### src/hw/rtl/cscl_pkg.sv
// ----------------------------------------------------------------------------
// cscl_pkg
// Types and constants shared by the CIGAR soft clip locator modules.
// ----------------------------------------------------------------------------
package cscl_pkg;

   localparam int OpCodeWidth = 4;
   localparam int LenWidth    = 28;
   localparam int PosWidth    = 32;

   // Queue between the decode front and the execute back
   localparam int QueueDepth  = 4;
   localparam int QueuePtrW   = $clog2(QueueDepth);
   localparam int QueueCntW   = $clog2(QueueDepth + 1);

   // CIGAR operation codes
   localparam logic [OpCodeWidth-1:0] OpM  = 4'd0;
   localparam logic [OpCodeWidth-1:0] OpI  = 4'd1;
   localparam logic [OpCodeWidth-1:0] OpD  = 4'd2;
   localparam logic [OpCodeWidth-1:0] OpN  = 4'd3;
   localparam logic [OpCodeWidth-1:0] OpS  = 4'd4;
   localparam logic [OpCodeWidth-1:0] OpEq = 4'd7;
   localparam logic [OpCodeWidth-1:0] OpX  = 4'd8;

   // Operation class, as seen by the execute stage
   typedef enum logic [1:0] {
      CLS_NONE    = 2'd0,
      CLS_ADVANCE = 2'd1,
      CLS_INSERT  = 2'd2,
      CLS_CLIP    = 2'd3
   } op_class_type;

   // One classified word waiting for execution
   typedef struct packed {
      op_class_type          op_class;
      logic [LenWidth-1:0]   length;
      logic                  first;
      logic [PosWidth-1:0]   start;
      logic                  last;
   } op_entry_type;

   // Queue status seen by the front and the back
   typedef struct packed {
      logic full;
      logic empty;
   } queue_status_type;

endpackage

### src/hw/rtl/cigar_soft_clip_locator_top.sv
// ----------------------------------------------------------------------------
// cigar_soft_clip_locator_top
// Walks CIGAR operations and reports soft clips with read/genome positions.
//
//   channel | direction | handshake            | word
//   req     | in        | req_valid/req_stall  | one CIGAR operation
//   rsp     | out       | rsp_valid/rsp_stall  | one result per operation
//   csr     | in        | csr_valid/csr_ready  | padded_mode
//
// One operation per cycle sustained while rsp_stall is low. An accepted
// operation is written to the queue; the position add then loads the output
// register and rsp_valid. The position update (one 32-bit add per position)
// sets the cycle time. Reset clears the positions, clip flag, padded_mode
// and the queue. req_stall rises only when the four-entry queue is full;
// rsp_stall holds the output word and lets the queue fill behind it.
// ----------------------------------------------------------------------------
module cigar_soft_clip_locator_top import cscl_pkg::*; (
   input  logic                    clock,
   input  logic                    reset,
   input  logic                    req_valid,
   output logic                    req_stall,
   input  logic [OpCodeWidth-1:0]  req_op_code,
   input  logic [LenWidth-1:0]     req_op_length,
   input  logic                    req_first_op,
   input  logic [PosWidth-1:0]     req_start_position,
   input  logic                    req_last_op,
   output logic                    rsp_valid,
   input  logic                    rsp_stall,
   output logic                    rsp_clip_valid,
   output logic [LenWidth-1:0]     rsp_clip_size,
   output logic [PosWidth-1:0]     rsp_clip_read_pos,
   output logic [PosWidth-1:0]     rsp_clip_genome_pos,
   output logic                    rsp_alignment_done,
   output logic                    rsp_any_clip_found,
   input  logic                    csr_valid,
   output logic                    csr_ready,
   input  logic                    csr_padded_mode
);

   logic              padded_ff;
   logic              push, pop;
   op_entry_type      push_entry, head_entry;
   queue_status_type  q_status;

   // Configuration register, always writable
   assign csr_ready = 1'b1;

   always_ff @(posedge clock) begin
      if (reset) begin
         padded_ff <= 1'b0;
      end else if (csr_valid && csr_ready) begin
         padded_ff <= csr_padded_mode;
      end
   end

   cscl_front u_front (
      .req_valid          (req_valid),
      .req_stall          (req_stall),
      .req_op_code        (req_op_code),
      .req_op_length      (req_op_length),
      .req_first_op       (req_first_op),
      .req_start_position (req_start_position),
      .req_last_op        (req_last_op),
      .q_status           (q_status),
      .push               (push),
      .push_entry         (push_entry)
   );

   cscl_queue u_queue (
      .clock      (clock),
      .reset      (reset),
      .push       (push),
      .push_entry (push_entry),
      .pop        (pop),
      .head_entry (head_entry),
      .q_status   (q_status)
   );

   cscl_back u_back (
      .clock               (clock),
      .reset               (reset),
      .padded_mode         (padded_ff),
      .q_status            (q_status),
      .head_entry          (head_entry),
      .pop                 (pop),
      .rsp_valid           (rsp_valid),
      .rsp_stall           (rsp_stall),
      .rsp_clip_valid      (rsp_clip_valid),
      .rsp_clip_size       (rsp_clip_size),
      .rsp_clip_read_pos   (rsp_clip_read_pos),
      .rsp_clip_genome_pos (rsp_clip_genome_pos),
      .rsp_alignment_done  (rsp_alignment_done),
      .rsp_any_clip_found  (rsp_any_clip_found)
   );

endmodule

### src/hw/rtl/cscl_front.sv
// ----------------------------------------------------------------------------
// cscl_front
// Accepts request words and classifies the CIGAR operation code.
// ----------------------------------------------------------------------------
module cscl_front import cscl_pkg::*; (
   input  logic                    req_valid,
   output logic                    req_stall,
   input  logic [OpCodeWidth-1:0]  req_op_code,
   input  logic [LenWidth-1:0]     req_op_length,
   input  logic                    req_first_op,
   input  logic [PosWidth-1:0]     req_start_position,
   input  logic                    req_last_op,
   input  queue_status_type        q_status,
   output logic                    push,
   output op_entry_type            push_entry
);

   op_class_type op_class;

   // Map the op code onto its execution class
   always_comb begin
      case (req_op_code) inside
         OpM, OpD, OpN, OpEq, OpX: op_class = CLS_ADVANCE;
         OpI:                      op_class = CLS_INSERT;
         OpS:                      op_class = CLS_CLIP;
         default:                  op_class = CLS_NONE;
      endcase
   end

   // Stall only on a full queue
   assign req_stall = q_status.full;
   assign push      = req_valid && !q_status.full;

   // Pack the classified word
   always_comb begin
      push_entry.op_class = op_class;
      push_entry.length   = req_op_length;
      push_entry.first    = req_first_op;
      push_entry.start    = req_start_position;
      push_entry.last     = req_last_op;
   end

endmodule

### src/hw/rtl/cscl_queue.sv
// ----------------------------------------------------------------------------
// cscl_queue
// Short FIFO of classified words between the front and the back.
// ----------------------------------------------------------------------------
module cscl_queue import cscl_pkg::*; (
   input  logic              clock,
   input  logic              reset,
   input  logic              push,
   input  op_entry_type      push_entry,
   input  logic              pop,
   output op_entry_type      head_entry,
   output queue_status_type  q_status
);

   op_entry_type            slot_ff [QueueDepth];
   logic [QueuePtrW-1:0]    wr_ptr_ff, wr_ptr_in;
   logic [QueuePtrW-1:0]    rd_ptr_ff, rd_ptr_in;
   logic [QueueCntW-1:0]    count_ff,  count_in;

   // Advance pointers and the fill count
   always_comb begin
      wr_ptr_in = push ? wr_ptr_ff + QueuePtrW'(1) : wr_ptr_ff;
      rd_ptr_in = pop  ? rd_ptr_ff + QueuePtrW'(1) : rd_ptr_ff;
      count_in  = count_ff;
      if (push && !pop) begin
         count_in = count_ff + QueueCntW'(1);
      end else if (pop && !push) begin
         count_in = count_ff - QueueCntW'(1);
      end
   end

   always_ff @(posedge clock) begin
      if (reset) begin
         wr_ptr_ff <= '0;
         rd_ptr_ff <= '0;
         count_ff  <= '0;
      end else begin
         wr_ptr_ff <= wr_ptr_in;
         rd_ptr_ff <= rd_ptr_in;
         count_ff  <= count_in;
      end
   end

   // Store the pushed word
   always_ff @(posedge clock) begin
      if (push) begin
         slot_ff[wr_ptr_ff] <= push_entry;
      end
   end

   assign head_entry     = slot_ff[rd_ptr_ff];
   assign q_status.full  = (count_ff == QueueCntW'(QueueDepth));
   assign q_status.empty = (count_ff == '0);

endmodule

### src/hw/rtl/cscl_back.sv
// ----------------------------------------------------------------------------
// cscl_back
// Executes classified words: walks the positions and registers the result.
// ----------------------------------------------------------------------------
module cscl_back import cscl_pkg::*; (
   input  logic                   clock,
   input  logic                   reset,
   input  logic                   padded_mode,
   input  queue_status_type       q_status,
   input  op_entry_type           head_entry,
   output logic                   pop,
   output logic                   rsp_valid,
   input  logic                   rsp_stall,
   output logic                   rsp_clip_valid,
   output logic [LenWidth-1:0]    rsp_clip_size,
   output logic [PosWidth-1:0]    rsp_clip_read_pos,
   output logic [PosWidth-1:0]    rsp_clip_genome_pos,
   output logic                   rsp_alignment_done,
   output logic                   rsp_any_clip_found
);

   logic [PosWidth-1:0] genome_ff, genome_in;
   logic [PosWidth-1:0] read_ff,   read_in;
   logic                seen_ff,   seen_in;

   logic                out_valid_ff, out_valid_in;
   logic                clip_valid_ff, clip_valid_in;
   logic [LenWidth-1:0] clip_size_ff, clip_size_in;
   logic [PosWidth-1:0] clip_read_ff, clip_read_in;
   logic [PosWidth-1:0] clip_gen_ff,  clip_gen_in;
   logic                done_ff,      done_in;
   logic                found_ff,     found_in;

   logic [PosWidth-1:0] g_base, r_base, len_ext, g_sum, r_sum;
   logic                s_base;

   // Take the head when the output register is free or being drained
   assign pop = !q_status.empty && (!out_valid_ff || !rsp_stall);

   // Reload on the first operation of an alignment
   always_comb begin
      g_base  = head_entry.first ? head_entry.start : genome_ff;
      r_base  = head_entry.first ? '0 : read_ff;
      s_base  = head_entry.first ? 1'b0 : seen_ff;
      len_ext = PosWidth'(head_entry.length);
      g_sum   = g_base + len_ext;
      r_sum   = r_base + len_ext;
   end

   // Apply the operation
   always_comb begin
      genome_in     = g_base;
      read_in       = r_base;
      seen_in       = s_base;
      clip_valid_in = 1'b0;
      clip_size_in  = '0;
      clip_read_in  = '0;
      clip_gen_in   = '0;
      case (head_entry.op_class)
         CLS_ADVANCE: begin
            genome_in = g_sum;
            read_in   = r_sum;
         end
         CLS_INSERT: begin
            read_in = r_sum;
            if (padded_mode) begin
               genome_in = g_sum;
            end
         end
         CLS_CLIP: begin
            // A leading clip moves the read position past itself first
            if (head_entry.first) begin
               read_in = r_sum;
            end
            seen_in       = 1'b1;
            clip_valid_in = 1'b1;
            clip_size_in  = head_entry.length;
            clip_read_in  = read_in;
            clip_gen_in   = g_base;
         end
         default: begin
         end
      endcase
      done_in  = head_entry.last;
      found_in = seen_in;
   end

   // Output register valid: load on pop, drop when taken
   always_comb begin
      out_valid_in = out_valid_ff;
      if (pop) begin
         out_valid_in = 1'b1;
      end else if (!rsp_stall) begin
         out_valid_in = 1'b0;
      end
   end

   always_ff @(posedge clock) begin
      if (reset) begin
         genome_ff    <= '0;
         read_ff      <= '0;
         seen_ff      <= 1'b0;
         out_valid_ff <= 1'b0;
      end else begin
         out_valid_ff <= out_valid_in;
         if (pop) begin
            genome_ff <= genome_in;
            read_ff   <= read_in;
            seen_ff   <= seen_in;
         end
      end
   end

   // Hold the result word until it is taken
   always_ff @(posedge clock) begin
      if (pop) begin
         clip_valid_ff <= clip_valid_in;
         clip_size_ff  <= clip_size_in;
         clip_read_ff  <= clip_read_in;
         clip_gen_ff   <= clip_gen_in;
         done_ff       <= done_in;
         found_ff      <= found_in;
      end
   end

   assign rsp_valid           = out_valid_ff;
   assign rsp_clip_valid      = clip_valid_ff;
   assign rsp_clip_size       = clip_size_ff;
   assign rsp_clip_read_pos   = clip_read_ff;
   assign rsp_clip_genome_pos = clip_gen_ff;
   assign rsp_alignment_done  = done_ff;
   assign rsp_any_clip_found  = found_ff;

endmodule

### config.mk
export PLATFORM = sky130hd
export DESIGN_NAME = cigar_soft_clip_locator_top
export DESIGN_NICKNAME = d
export VERILOG_FILES = /design/src/hw/rtl/cscl_pkg.sv /design/src/hw/rtl/cigar_soft_clip_locator_top.sv /design/src/hw/rtl/cscl_front.sv /design/src/hw/rtl/cscl_queue.sv /design/src/hw/rtl/cscl_back.sv
export SDC_FILE = /design/constraint.sdc
export NUM_CORES = 1
export LEC_CHECK = 0
export ABC_AREA = 1
export BUFFER_PORTS_ARGS = -buffer_cell sky130_fd_sc_hd__buf_2
export CAP_MARGIN = 20
export CORE_ASPECT_RATIO = 1.75
export CORE_MARGIN = 5
export CORE_UTILIZATION = 55
export CTS_BUF_LIST = sky130_fd_sc_hd__clkbuf_8
export DETAILED_ROUTE_END_ITERATION = 12
export GPL_TIMING_DRIVEN = 1
export PLACE_DENSITY_LB_ADDON = 0.08
export SYNTH_ARGS = -nofsm -noshare
export SYNTH_HDL_FRONTEND = slang
export SYNTH_HIERARCHICAL = 1
export SYNTH_SLANG_ARGS = --single-unit
### constraint.sdc
create_clock -name clock -period 4.35 [get_ports clock]
set_input_delay 0.87 -clock clock [delete_from_list [all_inputs] [get_ports clock]]
set_output_delay 0.87 -clock clock [all_outputs]
set_load 0.02 [all_outputs]
Word-level counts from Yosys, hierarchy flattened
Memory sizes are Yosys's and may differ from the RTL's. A register that Yosys moved wholly into a read port is not among the register bits.
Cells that the tools add are included.
{ "totals": {"mem_bits_rw": 256, "inputBits": 72, "ff_bits": 169, "output_inout_bits": 98, "word_cells": 68, "memories": 1} }
{ "memory_table": {"columns": ["memory", "depth", "word_bits", "read_ports", "rd_ports_with_merged_regs", "write_ports", "line", "source"], "rows": [
  ["u_queue.slot_ff", 4, 64, 1, 1, 1, "cscl_queue.sv:15", "op_entry_type slot_ff [QueueDepth];"]
]} }
{ "classes": {"mux": 20, "eq_ne": 11, "addsub": 6, "reduce_logical": 16} }
{ "ops": {"columns": ["operator", "count"], "rows": [
  ["$mux W32", 4],
  ["$pmux W32 S2", 2],
  ["$add A32 B28 Y32", 2],
  ["$mux W2", 5],
  ["$eq A4 B2 Y1 const B", 2],
  ["$eq A4 B3 Y1 const B", 2],
  ["$mux W1", 7],
  ["$logic_not A1 Y1", 6],
  ["$mux W3", 2],
  ["$reduce_or A5 Y1", 1],
  ["$add A2 B1 Y2 const B", 2],
  ["$eq A2 B2 Y1 const B", 2],
  ["$eq A4 B1 Y1 const B", 1],
  ["$eq A4 B4 Y1 const B", 1],
  ["$logic_and A1 B1 Y1", 4],
  ["$logic_not A4 Y1", 1],
  ["$add A3 B1 Y3 const B", 1],
  ["$eq A3 B3 Y1 const B", 1],
  ["$logic_not A3 Y1", 1],
  ["$sub A3 B1 Y3 const B", 1],
  ["$eq A2 B1 Y1 const B", 1],
  ["$ne A2 B1 Y1 const B", 1],
  ["$reduce_bool A2 Y1", 1],
  ["$reduce_or A2 Y1", 1],
  ["$logic_or A1 B1 Y1", 1]
]} }

Logic depth before layout (Yosys ltp)
{ "logic_depth": {"word_depth": 7, "ltp_mapped": 28, "ltp_nobuf": 22} }

Hierarchy
The synthesis kept the hierarchy.
{ "modules_own_cells": {"columns": ["mod", "n_inst", "area_per_inst_um2", "seq_area_each_um2", "cells_each"], "rows": [
  ["cscl_back", 1, 11835.1, 4174.0, 1771],
  ["cscl_queue", 1, 9947.0, 7867.5, 677],
  ["cscl_front", 1, 534.3, 0.0, 79],
  ["cigar_soft_clip_locator_top", 1, 56.3, 20.0, 9]
]} }

Worst setup path after synthesis
Ideal clock, no wire load.
{ "synth_timing": {"kind": "in2reg", "start": "input rsp_stall", "end": "register u_queue.count_ff[1]", "cell_stages": 8, "path_slack_ps": 709, "arrival_ps": 3525, "n_path_buf": 1, "required_time_ps": 4234, "setup_time_ps": 116, "path_cell_list": "a21oi_1 > buf_2 > inv_1 > ha_1 > inv_1 > fa_1 > o21ai_0 > nor2_1"} }
{ "synth_between": {"elab_chain_cells": 6, "word_cells_on_any_way": 8, "cone_classes": "mux: 1; reduce/logical: 7"} }
{ "synth_lines": {"columns": ["item", "line", "source"], "rows": [
  ["start, declared", "cigar_soft_clip_locator_top.sv:28", "input logic rsp_stall,"],
  ["$logic_not A1 Y1", "cscl_back.sv:38", "assign pop = !q_status.empty && (!out_valid_ff || !rsp_stall);"],
  ["$logic_or A1 B1 Y1", "cscl_back.sv:38", null],
  ["$logic_and A1 B1 Y1", "cscl_back.sv:38", null],
  ["net pop", "cigar_soft_clip_locator_top.sv:41", "logic push, pop;"],
  ["$logic_not A1 Y1", "cscl_queue.sv:25", "if (push && !pop) begin"],
  ["$logic_and A1 B1 Y1", "cscl_queue.sv:25", null],
  ["$mux W3", "cscl_queue.sv:25", null],
  ["net u_queue.count_in[1]", "cscl_queue.sv:18", "logic [QueueCntW-1:0] count_ff, count_in;"],
  ["end signal, assigned", "cscl_queue.sv:40", "count_ff <= count_in;"],
  ["end, declared", "cscl_queue.sv:18", null]
]} }
The timed path passes the listed nets, and every way through them passes these cells.
A chain may end at the register's enable or synchronous reset.

==> flow_summary.yaml <==
clocking:
  cts-root-buf: "clkbuf_8"
  cts_tree: "yes"
  hold_buffers: 0
  htree_levels: 2
  cts_sinks: 427
  path_clk_slew_ns: 0.08
  cts_setup_buffers: 0
  worst_skew_pair.late_latency_ns: 0.64
  cts_buffers: 59
  cts_buffer_depth: 3
  cts-resized-gates: 0
worst_setup_path:
  required_ns: 4.84
  critPathMaxStageDelay_ns: 0.55
  crit_arrival_ns: 4.40
  cpMostUsedCell: "nand2_1"
  path_delay_family: "simple AND/OR/NAND/NOR gates"
  crit_path_top_delay_cell: "o22ai_1"
  path_buf_inv: 3
  cp_cell_sequence: "inv_4, buf_4, o21ai_0, o22ai_1, ha_1, nand2_1, nor2_1, nand2_1, inv_1, nand3_1, nand3_1, nand2_1, nand3_1, nand2_1, nand2_1, nand2_1, nand2_1, a21oi_1"
  setup.worst_path.end_class: "flip-flop"
  critPathMaxFanout: 54
  crit_type: "reg -> reg"
  start_kind: "flip-flop"
die:
  core_um2: 40200
  rows: 97
  die-width_um: 162
  die_h_um: 277
  ioPinCount: 170
  die_area_um2: 45000
  initial_core_util: 0.557
synthesis:
  syn_avg_cell_area_um2: 8.82
  yosys_warnings: 6
  synth-seq-cells: 427
  ys_seq_area_frac: 0.539
  synth_area_um2: 22400
  synth_cell_types: 51
  syn_inst: 2536
  synth.net_count: 2676
route:
  post_drt_wl_per_cell_um: 20.1
  vias_per_cell: 5.56
  wirelength_um: 65400
  antenna_left: 0
  drt-initial-drc-count: 1190
  drc: 0
  vias: 18100
  drtPass1Iterations: 5
global_routing:
  grt_max_degree: 140
  grt_usage: 0.285
  grt_pass1_vias: 18000
  antenna_found_initial: 2
  grt_pass1_wl_um: 99000
  grt-ovfl-total: 0
sta:
  min_period_ns: 3.90
  rsz0062_at_grt: "no"
  hold_viol: 0
  clock-skew-final_ns: 0.0258
  slew_viol_final: 0
  fin_crit_sh: 0.897
  final-setup-viol-count: 0
  max-slew-margin-rel: 0.231
  finalSetupTns_ns: 0
  worstMarginPinSlew_ns: 1.15
  fmax_mhz: 256
cells_and_area:
  syn_to_final_growth_pct: 9.99
  nFillCells: 3491
  layout.nets: 2793
  drive_above_1_share: 0.138
placed_design:
  gp_congestion: 1.03
  portBuffers: 168
  dp.final_hpwl_um: 44600
run_status:
  outcome: "complete, no violations"
flow_run:
  maxCapViolCount: 0
hold_path:
  hold_class: "in -> reg"
area by class of cell:
class                           count  area [um^2]  area share
Sequential cell                   427        12100       0.490
Multi-Input combinational cell   1651         8170       0.332
Timing Repair Buffer              222         1360      0.0552
Inverter                          292         1100      0.0446
Clock buffer                       64          881      0.0358
Tap cell                          544          681      0.0277
Clock inverter                     46          344      0.0140
Antenna cell                        2         5.00    0.000203
routing by layer:
layer,GRT usage,share of wire,wire length [um]
met5,0,0,0
met4,0.156,0.058,3820
met3,0.0293,0.046,2990
met2,0.529,0.53,34700
met1,0.313,0.37,23900
per-stage QoR:
step / hold WS, ns / instance area [um^2] / cells / worst slack, ns / utilization
floorplan: 0.412 / 22400 / 2536 / 0.709 / -
global placement: 0.446 / 23400 / 3136 / 0.485 / 0.582
detailed placement: 0.446 / 23400 / 3136 / 0.440 / 0.582
CTS: 0.400 / 24600 / 3246 / 0.429 / 0.612
global route: 0.414 / 24600 / 3248 / 0.231 / 0.613
finish: 0.443 / 24600 / 3248 / 0.449 / 0.613
cells in the mapped netlist, drive strengths merged:
cell type | instances | area [um^2]
nand2 | 582 | 2200
edfxtp | 351 | 10500
inv | 291 | 1090
nor2 | 287 | 1110
o21ai | 211 | 1060
a21oi | 189 | 965
nand3 | 119 | 611
buf | 110 | 813
dfxtp | 76 | 1520
ha | 65 | 813
o22ai | 65 | 407
clkbuf | 55 | 240
or2 | 34 | 213
o211ai | 20 | 150
nand3b | 12 | 90.1
nand4 | 12 | 75.1
xor2 | 11 | 96.3
nor3 | 8 | 40.0
xnor2 | 7 | 61.3
and2 | 6 | 42.5
o21a | 6 | 45.0
a21o | 5 | 37.5
fa | 3 | 60.1
o21bai | 2 | 15.0
a211oi | 1 | 7.51
a21boi | 1 | 7.51
a221oi | 1 | 8.76
a22oi | 1 | 12.5
a31oi | 1 | 6.26
clkinv | 1 | 3.75
conb | 1 | 3.75
dlymetal6s2s | 1 | 12.5
nor4 | 1 | 6.26
cells in the final DEF (no fill, tap or decap), drive strengths merged, types with 12 or more instances in the layout:
master and n:
edfxtp 351, buf 222, o21ai 211, nand2 582
nand3 119, or2 34, o211ai 20, clkbuf 64
inv 309, nor2 287, clkinv 19, nand3b 12
nand4 12, a21oi 189, ha 65, o22ai 65
dfxtp 76
path summary, 6_finish.rpt:
| check | startpoint | to | slack (ns) | cells after the start |
|---|---|---|---|---|
| worst max register to register | flip-flop | u_back/read_ff[21] | 0.45 | 18 |
| worst min register to register | u_back/read_ff[1] | u_back/read_ff[1] | 0.46 | 2 |
| worst max-delay path | flip-flop | u_back/read_ff[21] | 0.45 | 18 |
| worst min-delay path | req_op_length[9] | u_queue/slot_ff[1][43] | 0.44 | 1 |
sequential cells by signal (all words and copies together) (netlist names), named ones only:
name                        cells
u_queue/wr_ptr_ff               2
u_back/rsp_clip_size           28
u_queue/rd_ptr_ff               2
u_queue/count_ff                3
u_back/read_ff                 32
u_back/rsp_alignment_done       1
u_back/seen_ff                  1
u_back/rsp_clip_genome_pos     32
padded_ff                       1
u_back/rsp_any_clip_found       1
u_back/rsp_valid                1
u_back/genome_ff               32
u_back/rsp_clip_read_pos       32
u_back/rsp_clip_valid           1
u_queue/slot_ff               256
logic make-up after synthesis:
kind of cell | share of synthesized area
buf+inv | 0.0968
xor+xnor | 0.00705
compound gates | 0.122
simple gates | 0.196
flops | 0.539
other cells | 0.000168
fa+ha+maj | 0.0390
Power is left out: the tool's default activity adds up to more than one toggle a clock period on the data nets, which glitch-free logic cannot reach.
